$ cat config.mk
export PLATFORM = sky130hd
export DESIGN_NAME = pwm_period_duty_setter_core
export DESIGN_NICKNAME = d
export VERILOG_FILES = /design/src/design/pps_pkg.sv /design/src/design/pps_ctrl.sv /design/src/design/pps_dpath.sv /design/src/design/pwm_period_duty_setter_core.sv
export SDC_FILE = /design/constraint.sdc
export NUM_CORES = 1
export LEC_CHECK = 0
export ABC_AREA = 1
export BUFFER_PORTS_ARGS = -buffer_cell sky130_fd_sc_hd__buf_2
export CAP_MARGIN = 20
export CORE_MARGIN = 4
export CORE_UTILIZATION = 56
export CTS_CLUSTER_SIZE = 16
export DETAILED_ROUTE_END_ITERATION = 8
export PLACE_DENSITY = 0.75
export SLEW_MARGIN = 20
export SYNTH_ARGS = -nofsm -noshare
export SYNTH_HDL_FRONTEND = slang
export SYNTH_HIERARCHICAL = 1
export SYNTH_SLANG_ARGS = --single-unit
$ cat constraint.sdc
create_clock -name i_clk -period 7.8 [get_ports i_clk]
set_input_delay 0 -clock i_clk [delete_from_list [all_inputs] [get_ports i_clk]]
set_output_delay 0 -clock i_clk [all_outputs]
set_load 0.1 [all_outputs]
$ cat src/design/pps_pkg.sv
// Package for the PWM period/duty setter: shared types and constants.
// Used by pps_ctrl, pps_dpath and pwm_period_duty_setter_core; no dependencies.
package pps_pkg;

    // Iteration counts of the divider and the divide-by-100 stage
    localparam int DIV_STEPS  = 32;
    localparam int D100_BITS  = 8;
    localparam int PROD_W     = 40;
    localparam int D100_STEPS = PROD_W / D100_BITS;
    localparam int CNT_W      = $clog2(DIV_STEPS);

    localparam logic [7:0]  DUTY_SCALE = 8'd100;
    localparam logic [31:0] CLOCK_HZ_RESET = 32'd125000000;

    // Control word bits
    localparam logic [15:0] EN_CH0   = 16'h0001;
    localparam logic [15:0] MS_CH0   = 16'h0080;
    localparam logic [15:0] EN_CH1   = 16'h0100;
    localparam logic [15:0] MS_CH1   = 16'h8000;
    localparam logic [15:0] CH0_BITS = 16'h00FF;
    localparam logic [15:0] CH1_BITS = 16'hFF00;

    // Commands from the controller to the datapath
    typedef struct packed {
        logic load;
        logic div_step;
        logic mul;
        logic d100_step;
        logic commit;
    } t_cmd;

    // Status from the datapath to the controller
    typedef struct packed {
        logic freq_zero;
    } t_status;

endpackage

$ cat src/design/pps_ctrl.sv
// Controller for the PWM period/duty setter: sequences load, divide,
// multiply, divide-by-100 and commit. Depends on pps_pkg.
module pps_ctrl (
    input  logic            i_clk,
    input  logic            i_rst_n,
    input  logic            i_in_valid,
    output logic            o_in_ready,
    output logic            o_out_valid,
    input  logic            i_out_ready,
    input  pps_pkg::t_status i_status,
    output pps_pkg::t_cmd   o_cmd
);
    import pps_pkg::*;

    typedef enum logic [2:0] {
        S_IDLE,
        S_DIV,
        S_MUL,
        S_D100,
        S_DONE
    } t_state;

    t_state           r_state, n_state;
    logic [CNT_W-1:0] r_cnt, n_cnt;
    logic             r_out_valid, n_out_valid;
    logic             w_accept;
    logic             w_commit;

    assign o_in_ready  = (r_state == S_IDLE);
    assign o_out_valid = r_out_valid;
    assign w_accept    = i_in_valid && (r_state == S_IDLE);
    assign w_commit    = (r_state == S_DONE) && (!r_out_valid || i_out_ready);

    // Next state and commands
    always_comb begin
        n_state = r_state;
        n_cnt   = r_cnt;
        o_cmd   = '0;
        case (r_state)
            S_IDLE: begin
                if (w_accept) begin
                    o_cmd.load = 1'b1;
                    n_cnt      = '0;
                    n_state    = i_status.freq_zero ? S_DONE : S_DIV;
                end
            end
            S_DIV: begin
                o_cmd.div_step = 1'b1;
                n_cnt          = r_cnt + 1'b1;
                if (r_cnt == CNT_W'(DIV_STEPS - 1)) begin
                    n_state = S_MUL;
                end
            end
            S_MUL: begin
                o_cmd.mul = 1'b1;
                n_cnt     = '0;
                n_state   = S_D100;
            end
            S_D100: begin
                o_cmd.d100_step = 1'b1;
                n_cnt           = r_cnt + 1'b1;
                if (r_cnt == CNT_W'(D100_STEPS - 1)) begin
                    n_state = S_DONE;
                end
            end
            S_DONE: begin
                if (w_commit) begin
                    o_cmd.commit = 1'b1;
                    n_state      = S_IDLE;
                end
            end
            default: begin
                n_state = S_IDLE;
            end
        endcase
    end

    // Hold the output valid until the item is taken
    always_comb begin
        n_out_valid = r_out_valid;
        if (w_commit) begin
            n_out_valid = 1'b1;
        end else if (i_out_ready) begin
            n_out_valid = 1'b0;
        end
    end

    always_ff @(posedge i_clk) begin
        if (!i_rst_n) begin
            r_state     <= S_IDLE;
            r_cnt       <= '0;
            r_out_valid <= 1'b0;
        end else begin
            r_state     <= n_state;
            r_cnt       <= n_cnt;
            r_out_valid <= n_out_valid;
        end
    end

endmodule

$ cat src/design/pps_dpath.sv
// Datapath for the PWM period/duty setter: clock register, radix-2 divider,
// duty multiply, divide-by-100, control word and result registers. Uses pps_pkg.
module pps_dpath (
    input  logic             i_clk,
    input  logic             i_rst_n,
    input  logic             i_cfg_we,
    input  logic [31:0]      i_cfg_wdata,
    input  logic             i_channel,
    input  logic [31:0]      i_frequency,
    input  logic [31:0]      i_duty_percent,
    input  pps_pkg::t_cmd    i_cmd,
    output pps_pkg::t_status o_status,
    output logic [31:0]      o_period_ticks,
    output logic [31:0]      o_on_ticks,
    output logic [15:0]      o_control_out,
    output logic             o_timing_written
);
    import pps_pkg::*;

    logic [31:0]       r_clock_hz;
    logic [15:0]       r_ctl;
    logic              r_ch;
    logic              r_written;
    logic [6:0]        r_duty;
    logic [30:0]       r_div;
    logic [30:0]       r_rem;
    logic [31:0]       r_quo;
    logic [PROD_W-1:0] r_prod;
    logic [6:0]        r_rem100;
    logic [31:0]       r_period;
    logic [31:0]       r_out_period;
    logic [31:0]       r_out_on;
    logic [15:0]       r_out_ctl;
    logic              r_out_written;

    logic [6:0]        w_duty_c;
    logic [30:0]       w_div_c;
    logic [31:0]       w_trial;
    logic              w_qbit;
    logic [30:0]       n_rem;
    logic [PROD_W-1:0] n_prod;
    logic [6:0]        n_rem100;
    logic [15:0]       n_ctl;

    assign o_status.freq_zero = (i_frequency == 32'd0);

    // Clamp the request: negative frequency becomes 1, duty to 0..100
    always_comb begin
        w_div_c  = i_frequency[31] ? 31'd1 : i_frequency[30:0];
        w_duty_c = i_duty_percent[6:0];
        if (i_duty_percent[31]) begin
            w_duty_c = 7'd0;
        end else if (i_duty_percent > {24'd0, DUTY_SCALE}) begin
            w_duty_c = DUTY_SCALE[6:0];
        end
    end

    // One restoring divide step per cycle
    always_comb begin
        w_trial = {r_rem, r_quo[31]};
        w_qbit  = (w_trial >= {1'b0, r_div});
        n_rem   = w_qbit ? 31'(w_trial - {1'b0, r_div}) : w_trial[30:0];
    end

    // Eight bits of the divide by 100 per cycle
    always_comb begin
        logic [7:0] v_part;
        n_rem100 = r_rem100;
        n_prod   = r_prod;
        for (int k = 0; k < D100_BITS; k++) begin
            v_part   = {n_rem100, n_prod[PROD_W-1]};
            n_prod   = {n_prod[PROD_W-2:0], 1'b0};
            if (v_part >= DUTY_SCALE) begin
                v_part    = v_part - DUTY_SCALE;
                n_prod[0] = 1'b1;
            end
            n_rem100 = v_part[6:0];
        end
    end

    // New control word: drop the channel enable, then, for a written timing, set enable plus mark-space
    always_comb begin
        n_ctl = r_ctl & ~(r_ch ? EN_CH1 : EN_CH0);
        if (r_written) begin
            if (r_ch) begin
                n_ctl = (n_ctl & ~CH1_BITS) | EN_CH1 | MS_CH1;
            end else begin
                n_ctl = (n_ctl & ~CH0_BITS) | EN_CH0 | MS_CH0;
            end
        end
    end

    // Configuration and kept control word
    always_ff @(posedge i_clk) begin
        if (!i_rst_n) begin
            r_clock_hz <= CLOCK_HZ_RESET;
            r_ctl      <= '0;
        end else begin
            if (i_cfg_we) begin
                r_clock_hz <= i_cfg_wdata;
            end
            if (i_cmd.commit) begin
                r_ctl <= n_ctl;
            end
        end
    end

    // Working registers
    always_ff @(posedge i_clk) begin
        if (i_cmd.load) begin
            r_ch      <= i_channel;
            r_written <= !o_status.freq_zero;
            r_duty    <= w_duty_c;
            r_div     <= w_div_c;
            r_rem     <= '0;
            r_quo     <= r_clock_hz;
        end
        if (i_cmd.div_step) begin
            r_rem <= n_rem;
            r_quo <= {r_quo[30:0], w_qbit};
        end
        if (i_cmd.mul) begin
            r_period <= r_quo;
            // Form the full product so that it cannot wrap at 32 bits
            r_prod   <= {8'd0, r_quo} * {33'd0, r_duty};
            r_rem100 <= '0;
        end
        if (i_cmd.d100_step) begin
            r_prod   <= n_prod;
            r_rem100 <= n_rem100;
        end
    end

    // Result registers
    always_ff @(posedge i_clk) begin
        if (i_cmd.commit) begin
            r_out_period  <= r_written ? r_period : 32'd0;
            r_out_on      <= r_written ? r_prod[31:0] : 32'd0;
            r_out_ctl     <= n_ctl;
            r_out_written <= r_written;
        end
    end

    assign o_period_ticks   = r_out_period;
    assign o_on_ticks       = r_out_on;
    assign o_control_out    = r_out_ctl;
    assign o_timing_written = r_out_written;

endmodule

$ cat src/design/pwm_period_duty_setter_core.sv
// PWM period/duty setter top level. An item with a nonzero frequency passes
// through a 32-step radix-2 divider, one multiply, five divide-by-100 steps and
// commit; a zero frequency goes straight to commit. A new item is taken only once
// the last is committed, and the next item is taken while a result waits.
// Synchronous active-low reset clears the control word and loads clock_hz with
// 125000000. Depends on pps_pkg, pps_ctrl, pps_dpath.
module pwm_period_duty_setter_core (
    input  logic        i_clk,
    input  logic        i_rst_n,
    input  logic        i_cfg_we,
    input  logic [31:0] i_cfg_wdata,
    input  logic        i_in_valid,
    output logic        o_in_ready,
    input  logic        i_channel,
    input  logic [31:0] i_frequency,
    input  logic [31:0] i_duty_percent,
    output logic        o_out_valid,
    input  logic        i_out_ready,
    output logic [31:0] o_period_ticks,
    output logic [31:0] o_on_ticks,
    output logic [15:0] o_control_out,
    output logic        o_timing_written
);
    import pps_pkg::*;

    t_cmd    w_cmd;
    t_status w_status;

    // Sequence the work
    pps_ctrl u_ctrl (
        .i_clk       (i_clk),
        .i_rst_n     (i_rst_n),
        .i_in_valid  (i_in_valid),
        .o_in_ready  (o_in_ready),
        .o_out_valid (o_out_valid),
        .i_out_ready (i_out_ready),
        .i_status    (w_status),
        .o_cmd       (w_cmd)
    );

    // Compute period, high time and control word
    pps_dpath u_dpath (
        .i_clk            (i_clk),
        .i_rst_n          (i_rst_n),
        .i_cfg_we         (i_cfg_we),
        .i_cfg_wdata      (i_cfg_wdata),
        .i_channel        (i_channel),
        .i_frequency      (i_frequency),
        .i_duty_percent   (i_duty_percent),
        .i_cmd            (w_cmd),
        .o_status         (w_status),
        .o_period_ticks   (o_period_ticks),
        .o_on_ticks       (o_on_ticks),
        .o_control_out    (o_control_out),
        .o_timing_written (o_timing_written)
    );

endmodule
==> results of run 1 <==
-- area by class of cell --
class | instances | area share
tap | 518 | 0.0248
clock inverter | 18 | 0.00762
timing repair buffer | 333 | 0.0888
sequential | 320 | 0.346
clock buffer | 48 | 0.0394
inverter | 469 | 0.0675
multi-input combinational | 1642 | 0.425
-- layer usage --
metal | track usage | routed length (um) | vias up | part of all wire
met4 | 0.0990 | 2050 | 0 | 0.036
met1 | 0.327 | 22200 | 8705 | 0.39
met3 | 0.0399 | 3490 | 146 | 0.062
li1 | - | - | 8495 | -
met5 | 0 | 0 | - | 0
met2 | 0.463 | 28900 | 649 | 0.51
-- worst max-delay path by stage --
stage,end,depth (start not counted),slack (ps),startpoint
3_5_place_dp,u_dpath/r_rem100[5]$_SDFFCE_PN0P_,62,210,u_dpath/r_rem100[1]$_SDFFCE_PN0P_
3_3_place_gp,u_dpath/r_rem100[5]$_SDFFCE_PN0P_,62,560,u_dpath/r_rem100[1]$_SDFFCE_PN0P_
2_1_floorplan,u_dpath/r_rem100[5]$_SDFFCE_PN0P_,62,1030,u_dpath/r_rem100[1]$_SDFFCE_PN0P_
4_1_cts,u_dpath/r_rem100[2]$_SDFFCE_PN0P_,62,150,u_dpath/r_rem100[1]$_SDFFCE_PN0P_
5_1_grt,u_dpath/r_rem100[5]$_SDFFCE_PN0P_,63,-170,u_dpath/r_rem100[1]$_SDFFCE_PN0P_
6_report,u_dpath/r_rem100[2]$_SDFFCE_PN0P_,63,430,u_dpath/r_rem100[1]$_SDFFCE_PN0P_
-- timing repair --
action,4_1_cts,5_1_grt
hold buffers,110,0
setup endpoints to repair,0,10
hold endpoints to repair,76,0
setup buffers,0,20
resized for setup,0,24
-- kinds of logic (layout without fill, tap and decap cells) --
group,count (synthesis),count (layout),synth area share
simple gates,1059,1059,0.215
xor+xnor,48,48,0.0192
flops,320,320,0.406
fa+ha+maj,250,250,0.191
buf+inv,569,868,0.0985
compound gates,285,285,0.0698
-- cells in the final DEF, fill, tap and decap left out, types with 8 or more instances in the layout --
cell type / n
o21ai_1: 11
xor2_1: 34
nand3_2: 18
nand3_1: 114
or2_2: 19
nor2_4: 12
fa_1: 150
buf_4: 38
inv_1: 449
nand2_4: 21
edfxtp_1: 263
dlygate4sd3_1: 110
o21ai_0: 107
dfxtp_1: 57
nor2_1: 137
nand2_2: 49
nor2_2: 12
a21oi_1: 126
a31oi_1: 12
clkbuf_16: 38
ha_1: 97
nand2_1: 634
inv_2: 18
nor4_1: 14
nor3_1: 8
buf_2: 184
xnor2_1: 13
-- state kept, by name, summed over array words and instances, names as in the netlist, 31 cells and up --
register,flops
u_dpath/r_rem,31
u_dpath/r_div,31
u_dpath/r_clock_hz,32
u_dpath/o_period_ticks,32
u_dpath/r_period,32
u_dpath/o_on_ticks,32
u_dpath/r_quo,32
u_dpath/r_prod,40
-- worst reg2reg max path: cells and delay by family, from the launching register on --
family / cells / cell delay, ps
AND/OR/NAND/NOR: 43 / 4360
flip-flops: 1 / 400
adder cells (fa/ha/maj): 8 / 1560
buffers and inverters: 11 / 730
AO/OA/AOI/OAI: 1 / 80
-- synthesized netlist by cell type (all sizes together), types with 2 or more instances --
master,instances,share of area
nor3,11,0.0032
or2,22,0.0062
o31ai,4,0.0014
o21ai,125,0.030
edfxtp,263,0.36
xnor2,13,0.0051
nand3,136,0.036
nand2,704,0.13
nand3b,3,0.0010
nand4,6,0.0017
buf,6,0.0016
clkbuf,94,0.018
a21oi,131,0.030
clkinv,2,0.00034
a31oi,12,0.0034
a221oi,3,0.0012
inv,467,0.079
xor2,35,0.014
nor4,15,0.0045
dfxtp,57,0.051
ha,100,0.056
fa,150,0.14
o21bai,6,0.0020
nor2,161,0.031
-- stage by stage --
step	utilization	hold slack, ps	setup slack (ps)	TNS (ps)	std cells
after floorplan	-	98.9	1030	0	2531
after global placement	0.605	181	558	0	3152
after detailed placement	0.605	179	206	0	3152
after CTS	0.665	0.999	148	0	3328
after global routing	0.671	63.0	-169	-677	3348
final	0.671	40.5	427	0	3348
==> flow_summary_export.csv, run 1 <==
group,metric,value,unit
cells_and_area,seqCellArea,9040,um^2
routing,wl,56.7,mm
routing,drt_iter0_drc,1137,
critical_path,crit_family,"simple AND/OR/NAND/NOR gates",
cts,cts_htree_levels,2,
global_route,grt_max_degree,68,
cells_and_area,fin_area,26100,um^2
global_route,gr-usage-all-layers,0.262,
placed_design,port-buffer-count,184,
critical_path,arrival,7660,ps
critical_path,required,8090,ps
placed_design,dpl.hpwl,38.4,mm
critical_path,path_class,"reg -> reg",
cts,cts-root-buf,"clkbuf_16",
routing,wl_per_cell,16.9,um
timing,rsz0062_at_grt,"yes",
timing,setup_violations,0,
critical_path,ff2ff_setup_slack,430,ps
cts,cts.sinks,320,
synth,synth_enable_flop_cells,263,
critical_path,r2r_start,"u_dpath/r_rem100[1]$_SDFFCE_PN0P_",
cells_and_area,area_growth,17.3,%
critical_path,crit_buf_inv,11,
timing,fin_crit_sh,0.945,
cts,cts_tree,"done",
cts,cts_buffers,37,
synth,synth.ff_latch_count,320,
cells_and_area,antenna_cells,0,
cts,clock_path_buffers,3,
cells_and_area,fillCellCount,3078,
cells_and_area,final_nets,3155,
global_route,grt_pass1_wl,92.9,mm
die,die-area,43000,um^2
cells_and_area,multi_input_area,11100,um^2
critical_path,rr_worst_depth,63,
synth,syn_inst,2531,
global_route,antenna_found_initial,1,
critical_path,cpPeakStageDelay,400,ps
timing,fmaxAchievable,0.136,GHz
routing,via_count,18000,
timing,slew_headroom,0.272,
critical_path,reg2reg_to,"u_dpath/r_rem100[2]$_SDFFCE_PN0P_",
flow_run,timing.max_cap.violations,0,
synth,ys_async_sr_fraction,0,
cts,worstSkewPairLatency,570,ps
critical_path,worst_setup_path_start_kind,"flop",
min_path,hold_depth,3,
placed_design,place_area,23600,um^2
critical_path,worst_path_max_delay_cell,"edfxtp_1",
status,status,"finished clean",
synth,ys.flop_type,"edfxtp_1",
timing,period_minus_slack,7370,ps
cts,clkTransAtPathRegs,60,ps
cells_and_area,drive_above_1_share,0.161,
synth,synth_seq_area_share,0.406,
timing,drv_slew,0,
synth,netlist_area,22200,um^2
synth,synth_nets,2883,
global_route,overflow,0,
die,fp-row-count,72,
timing,hold_viol,0,
min_path,hp-start,"i_cfg_we",
die,core,38900,um^2
critical_path,end_kind,"flop",
die,start_util,0.572,
global_route,grt_pass1_vias,18600,
routing,ant_nets,0,
placed_design,finalWeightedCongestion,0.908,
critical_path,crit_fanout,8,
routing,dr.pass1.iters,6,
min_path,hp-class,"in -> reg",
die,die_y,207,um
die,fp.dieW,207,um
timing,worst_pin_slew,1090,ps
min_path,hold_path_end,"u_dpath/r_clock_hz[24]$_SDFFE_PN1P_",
routing,drc,0,
die,io_pins,185,
synth,syn_area_per_cell,8.79,um^2
routing,routed_via_density,5.37,
timing,fin_skew,34.5,ps
synth,yosys_warnings,6,
synth,ys_types,49,
Power of run 1 is not shown: default switching activity piles up to over one toggle a cycle in this logic, so the estimate is an artifact.
==> run 2: changes to the inputs <==
Settings changed: CORE_UTILIZATION 56 to 30, CTS_BUF_LIST from default to sky130_fd_sc_hd__clkbuf_16, PLACE_DENSITY 0.75 to default.
==> run 2 against run 1 <==
Compared with the run above: highest routed layer is now met5; first-iteration DRC count fell by 24%; sequential cell count did not move; global-route usage fell by 11 points; register-to-register slack improved by 260 ps; critical path depth fell by 1; non-clock buffer count fell by 10; count of clock-buffer cells in the layout fell by 7; wire length rose by 2.9%; clock skew fell by 19 ps; maximum frequency rose by 3.6%; final cell count rose by 13%; utilization fell by 31 points.
==> flow_summary_export.csv, run 2 (synthesized netlist as in run 1, its figures left out) <==
group,metric,value,unit
die,die-area,78600,um^2
die,fp-row-count,99,
global_route,antenna_found_initial,7,
cells_and_area,drive_above_1_share,0.161,
timing,fin_skew,15.0,ps
min_path,hold_depth,2,
critical_path,cpMostUsedCell,"nand2_4",
die,fp.dieW,280,um
routing,via_count,17300,
cells_and_area,final_common_cell,"nand2_1",
routing,routed_via_density,4.57,
cts,clkTransAtPathRegs,60,ps
routing,ant_nets,0,
timing,drv_slew,0,
routing,drt_iter0_drc,868,
die,start_util,0.304,
cells_and_area,regMostFlops,"u_dpath/r_prod",
placed_design,port-buffer-count,184,
cts,clock_path_buffers,3,
routing,wl,58.3,mm
critical_path,arrival,7440,ps
critical_path,required,8120,ps
timing,worst_pin_slew,1000,ps
critical_path,cpPeakStageDelay,420,ps
cts,cts_buffers,40,
cells_and_area,fin_cells,3787,
timing,slew_headroom,0.327,
cells_and_area,layout_common_cells,"nand2_1 (635), inv_1 (460), edfxtp_1 (263), buf_2 (184), fa_1 (150)",
global_route,overflow,0,
cells_and_area,area_growth,19.6,%
cts,cts_tree,"done",
global_route,grt_pass1_wl,93.9,mm
timing,fmaxAchievable,0.141,GHz
critical_path,path_class,"reg -> reg",
timing,hold_viol,0,
cells_and_area,final_nets,3148,
cts,worstSkewPairLatency,560,ps
status,status,"finished clean",
critical_path,worst_path_max_delay_cell,"edfxtp_1",
global_route,grt_max_degree,66,
routing,drc,0,
critical_path,ff2ff_setup_slack,680,ps
critical_path,end_kind,"flop",
timing,fin_crit_sh,0.912,
cells_and_area,largest_reg_flops,40,
critical_path,worst_setup_path_start_kind,"flop",
die,io_pins,185,
flow_run,timing.max_cap.violations,0,
placed_design,dpl.hpwl,41.6,mm
die,core,73200,um^2
critical_path,r2r_start,"u_dpath/r_rem100[1]$_SDFFCE_PN0P_",
min_path,hp-class,"in -> reg",
die,die_y,280,um
global_route,gr-usage-all-layers,0.150,
global_route,grt_pass1_vias,17800,
critical_path,reg2reg_to,"u_dpath/r_rem100[5]$_SDFFCE_PN0P_",
routing,wl_per_cell,15.4,um
timing,setup_violations,0,
cts,cts-root-buf,"clkbuf_16",
cells_and_area,post-route-util,0.364,
critical_path,crit_fanout,8,
timing,period_minus_slack,7120,ps
placed_design,dp_cells,3593,
routing,dr.pass1.iters,5,
min_path,hold_path_end,"u_dpath/r_div[28]$_SDFFCE_PP0P_",
placed_design,finalWeightedCongestion,0.859,
cts,cts.sinks,320,
min_path,hp-start,"i_frequency[31]",
critical_path,rr_worst_depth,62,
cts,cts_htree_levels,2,
run 2: layout make-up:
type,instances,area (um^2)
Fill cell,7401,46600
Multi-Input combinational cell,1642,11100
Timing Repair Buffer,323,2220
Sequential cell,320,9040
Antenna cell,1,2.50
Clock inverter,32,246
Inverter,469,1760
Tap cell,959,1200
Clock buffer,41,1030
run 2: per-layer routing:
metal / track usage / up-vias / share of wire / wire, um
met3: 0.0271 / 101 / 0.048 / 2820
li1: - / 8504 / - / -
met2: 0.268 / 365 / 0.50 / 29100
met1: 0.184 / 8328 / 0.42 / 24700
met5: 0 / - / 0.00075 / 44
met4: 0.0443 / 6 / 0.028 / 1640
run 2: timing repair:
item | CTS | global route
endpoints found under the hold margin | 75 | 0
hold buffers | 101 | 0
resized for setup | 0 | 25
setup buffers | 0 | 19
endpoints found under the setup margin | 0 | 11
run 2: worst max path at each step:
stage,start,endpoint,slack [ps],cells past startpoint
3_3_place_gp,u_dpath/r_rem100[1]$_SDFFCE_PN0P_,u_dpath/r_rem100[5]$_SDFFCE_PN0P_,500,62
4_1_cts,u_dpath/r_rem100[1]$_SDFFCE_PN0P_,u_dpath/r_rem100[5]$_SDFFCE_PN0P_,290,62
3_5_place_dp,u_dpath/r_rem100[1]$_SDFFCE_PN0P_,u_dpath/r_rem100[5]$_SDFFCE_PN0P_,340,62
6_report,u_dpath/r_rem100[1]$_SDFFCE_PN0P_,u_dpath/r_rem100[5]$_SDFFCE_PN0P_,680,62
2_1_floorplan,u_dpath/r_rem100[1]$_SDFFCE_PN0P_,u_dpath/r_rem100[5]$_SDFFCE_PN0P_,1030,62
5_1_grt,u_dpath/r_rem100[2]$_SDFFCE_PN0P_,u_dpath/r_rem100[5]$_SDFFCE_PN0P_,-50,62
run 2: critical path, delay by kind of cell (launching register included):
kind	cells	cell delay, ps
flops	1	420
simple gates	42	4160
fa+ha+maj	8	1420
buf+inv	11	730
compound gates	1	100
run 2: through the flow:
stage / worst slack (ps) / setup TNS (ps) / area, um^2 / hold slack, ps
finish: 683 / 0 / 26600 / 16.1
global route: -52.4 / -69.7 / 26600 / 30.9
CTS: 295 / 0 / 26400 / 0.976
detailed placement: 340 / 0 / 24100 / 188
global placement: 496 / 0 / 24100 / 186
floorplan: 1030 / 0 / 22200 / 98.9
Power of run 2 is left out for the same reason.
==> run 3: changes to the inputs <==
Settings changed: ABC_AREA 1 to 0.
==> run 3 against run 2 <==
Compared with the run above: the flow now finishes with violations (hold timing); wire length down 3.3%; first-iteration DRC count up 13%; maximum frequency down 6.1%; critical path depth down 21; highest routed layer is now met4; sequential share of layout area down 0.53 points; register-to-register slack worse by 460 ps; die area down 1.7%; synthesized area down 1.7%; final cell count down 11%.
==> flow_summary_export.csv, run 3 <==
group,metric,value,unit
status,status,"finished with violations",
status,violations,"hold timing",
critical_path,worst_setup_path_start_kind,"flop",
power_and_ir_drop,leakage,0.0114,uW
critical_path,crit_fanout,5,
cells_and_area,regMostFlops,"u_dpath/r_prod",
routing,drt_iter0_drc,979,
timing,fin_crit_sh,0.972,
synth,ys_types,89,
power_and_ir_drop,p_sw,3490,uW
global_route,grt_pass1_vias,16800,
global_route,grt_pass1_wl,89.1,mm
power_and_ir_drop,intPower,5340,uW
power_and_ir_drop,p_comb_frac,0.507,
timing,whs,-17.3,ps
timing,worst_pin_slew,1080,ps
critical_path,cpMostUsedCell,"xnor2_2",
global_route,overflow,0,
placed_design,finalWeightedCongestion,0.860,
cells_and_area,final_common_cell,"nand2_1",
synth,ys.flop_type,"edfxtp_1",
die,fp.dieW,278,um
die,fp-row-count,98,
synth,syn_inst,2062,
global_route,grt_max_degree,78,
cts,cts_htree_levels,2,
cells_and_area,layout_common_cells,"nand2_1 (293), edfxtp_1 (263), inv_1 (218), buf_2 (184), fa_1 (150)",
routing,wl_per_cell,16.7,um
cts,clkTransAtPathRegs,60,ps
placed_design,dp_cells,3170,
critical_path,worst_path_max_delay_cell,"edfxtp_1",
placed_design,dpl.hpwl,41.2,mm
routing,routed_via_density,4.76,
die,core,71900,um^2
cts,cts_buffers,40,
timing,drv_slew,0,
critical_path,arrival,7870,ps
synth,synth_commonest_cells,"nand2_1 (293), edfxtp_1 (263), inv_1 (215), fa_1 (150), and2_1 (138)",
cts,clock_path_buffers,3,
routing,dr.pass1.iters,5,
synth,ys_async_sr_fraction,0,
cells_and_area,area_growth,23.7,%
timing,hold_viol,1,
cells_and_area,fin_cells,3375,
cells_and_area,final_nets,2744,
timing,slew_headroom,0.279,
routing,wl,56.4,mm
timing,fmaxAchievable,0.132,GHz
synth,yosys_warnings,6,
die,die_y,278,um
global_route,gr-usage-all-layers,0.142,
power_and_ir_drop,p_clk_frac,0.229,
critical_path,path_class,"reg -> reg",
min_path,hp-class,"in -> reg",
timing,period_minus_slack,7580,ps
cts,cts-root-buf,"clkbuf_16",
cts,worstSkewPairLatency,570,ps
cells_and_area,largest_reg_flops,40,
flow_run,timing.max_cap.violations,0,
die,io_pins,185,
cts,cts.sinks,320,
critical_path,cpPeakStageDelay,420,ps
power_and_ir_drop,p_per_area,326,nW/um^2
timing,setup_violations,0,
synth,synth_enable_flop_cells,263,
critical_path,required,8090,ps
cts,cts_tree,"done",
cells_and_area,drive_above_1_share,0.183,
die,start_util,0.304,
cells_and_area,post-route-util,0.376,
synth,synth.top_cell.area_share,0.361,
routing,drc,0,
timing,rsz0062_at_grt,"yes",
power_and_ir_drop,power_frac_seq,0.264,
placed_design,port-buffer-count,184,
power_and_ir_drop,irDropWorstVdd,0.195,mV
global_route,antenna_found_initial,3,
synth,synth.ff_latch_count,320,
synth,synth.most_common_cell,"nand2_1",
power_and_ir_drop,swShare,0.395,
synth,netlist_area,21900,um^2
die,die-area,77200,um^2
synth,synth_area_leaders,"edfxtp_1 (36%), fa_1 (14%), ha_1 (5.7%)",
routing,ant_nets,0,
routing,via_count,16100,
synth,syn_area_per_cell,10.6,um^2
synth,yosys.area.top_type,"edfxtp_1",
critical_path,end_kind,"flop",
synth,synth_nets,2414,
synth,synth_seq_area_share,0.414,
timing,fin_skew,23.7,ps
==> run 3: path summary, 6_finish.rpt <==
kind / from / end / slack, ps / cells after the start
min reg2reg: u_dpath/r_ctl[15]$_SDFFE_PN0P_ / u_dpath/r_ctl[15]$_SDFFE_PN0P_ / 470 / 2
max: u_dpath/r_rem100[2]$_SDFFCE_PN0P_ / u_dpath/r_rem100[6]$_SDFFCE_PN0P_ / 220 / 41
max reg2reg: u_dpath/r_rem100[2]$_SDFFCE_PN0P_ / u_dpath/r_rem100[6]$_SDFFCE_PN0P_ / 220 / 41
min: i_duty_percent[6] / u_dpath/r_duty[6]$_SDFFCE_PP0P_ / -20 / 3
==> run 3: routing by layer <==
layer	GRT usage	part of all wire
met5	0	0
met4	0.0398	0.024
met3	0.0277	0.052
met2	0.241	0.47
met1	0.187	0.45
==> run 3: timing repair <==
item,in CTS,in global routing
gates resized for setup,5,16
endpoints found under the hold margin,80,0
buffers inserted,6,21
pin swaps,5,30
hold buffers,103,0
endpoints found under the setup margin,6,7
==> run 3: worst max-delay path: cells and delay by family, from the launching register on <==
family	cells	cell delay, ps
AO/OA/AOI/OAI	13	2120
XOR/XNOR	5	870
adder cells (fa/ha/maj)	7	1350
buffers and inverters	7	720
flip-flops	1	420
multiplexers	2	470
AND/OR/NAND/NOR	7	1350
==> run 3: cell type report <==
type	instances	area [um^2]
fillers	7101	44800
flip-flops and latches	320	9040
diodes	1	2.50
multi-input cells	1454	12000
inverters	215	810
well taps	950	1190
repair buffers	361	2510
clock buffers	41	1030
clock inverters	33	428
==> run 3: power by group through the flow <==
stage | clock, uW | sequential, uW | combinational (uW)
4_1_cts | 2090 | 2330 | 4510
6_report | 2020 | 2330 | 4480
3_3_place_gp | 0 | 2360 | 4380
3_5_place_dp | 0 | 2360 | 4450
5_1_grt | 2150 | 2340 | 5110
2_1_floorplan | 0 | 2290 | 3270
==> run 3: logic make-up after synthesis <==
group,Yosys count,synth area share
buf+inv,288,0.0507
fa+ha+maj,250,0.195
simple gates,757,0.176
xor+xnor,57,0.0232
mux,119,0.0571
flops,320,0.414
compound gates,271,0.0844
==> run 3: per-stage QoR <==
stage	setup TNS, ps	setup slack (ps)	instance area (um^2)	power (uW)
after floorplan	-530	-108	22000	5560
after global placement	0	13.7	24200	6740
after detailed placement	-509	-134	24200	6810
after CTS	0	26.3	26800	8930
after global routing	-719	-151	27000	9600
final	0	221	27000	8830
(Power assumes the default switching activity.)
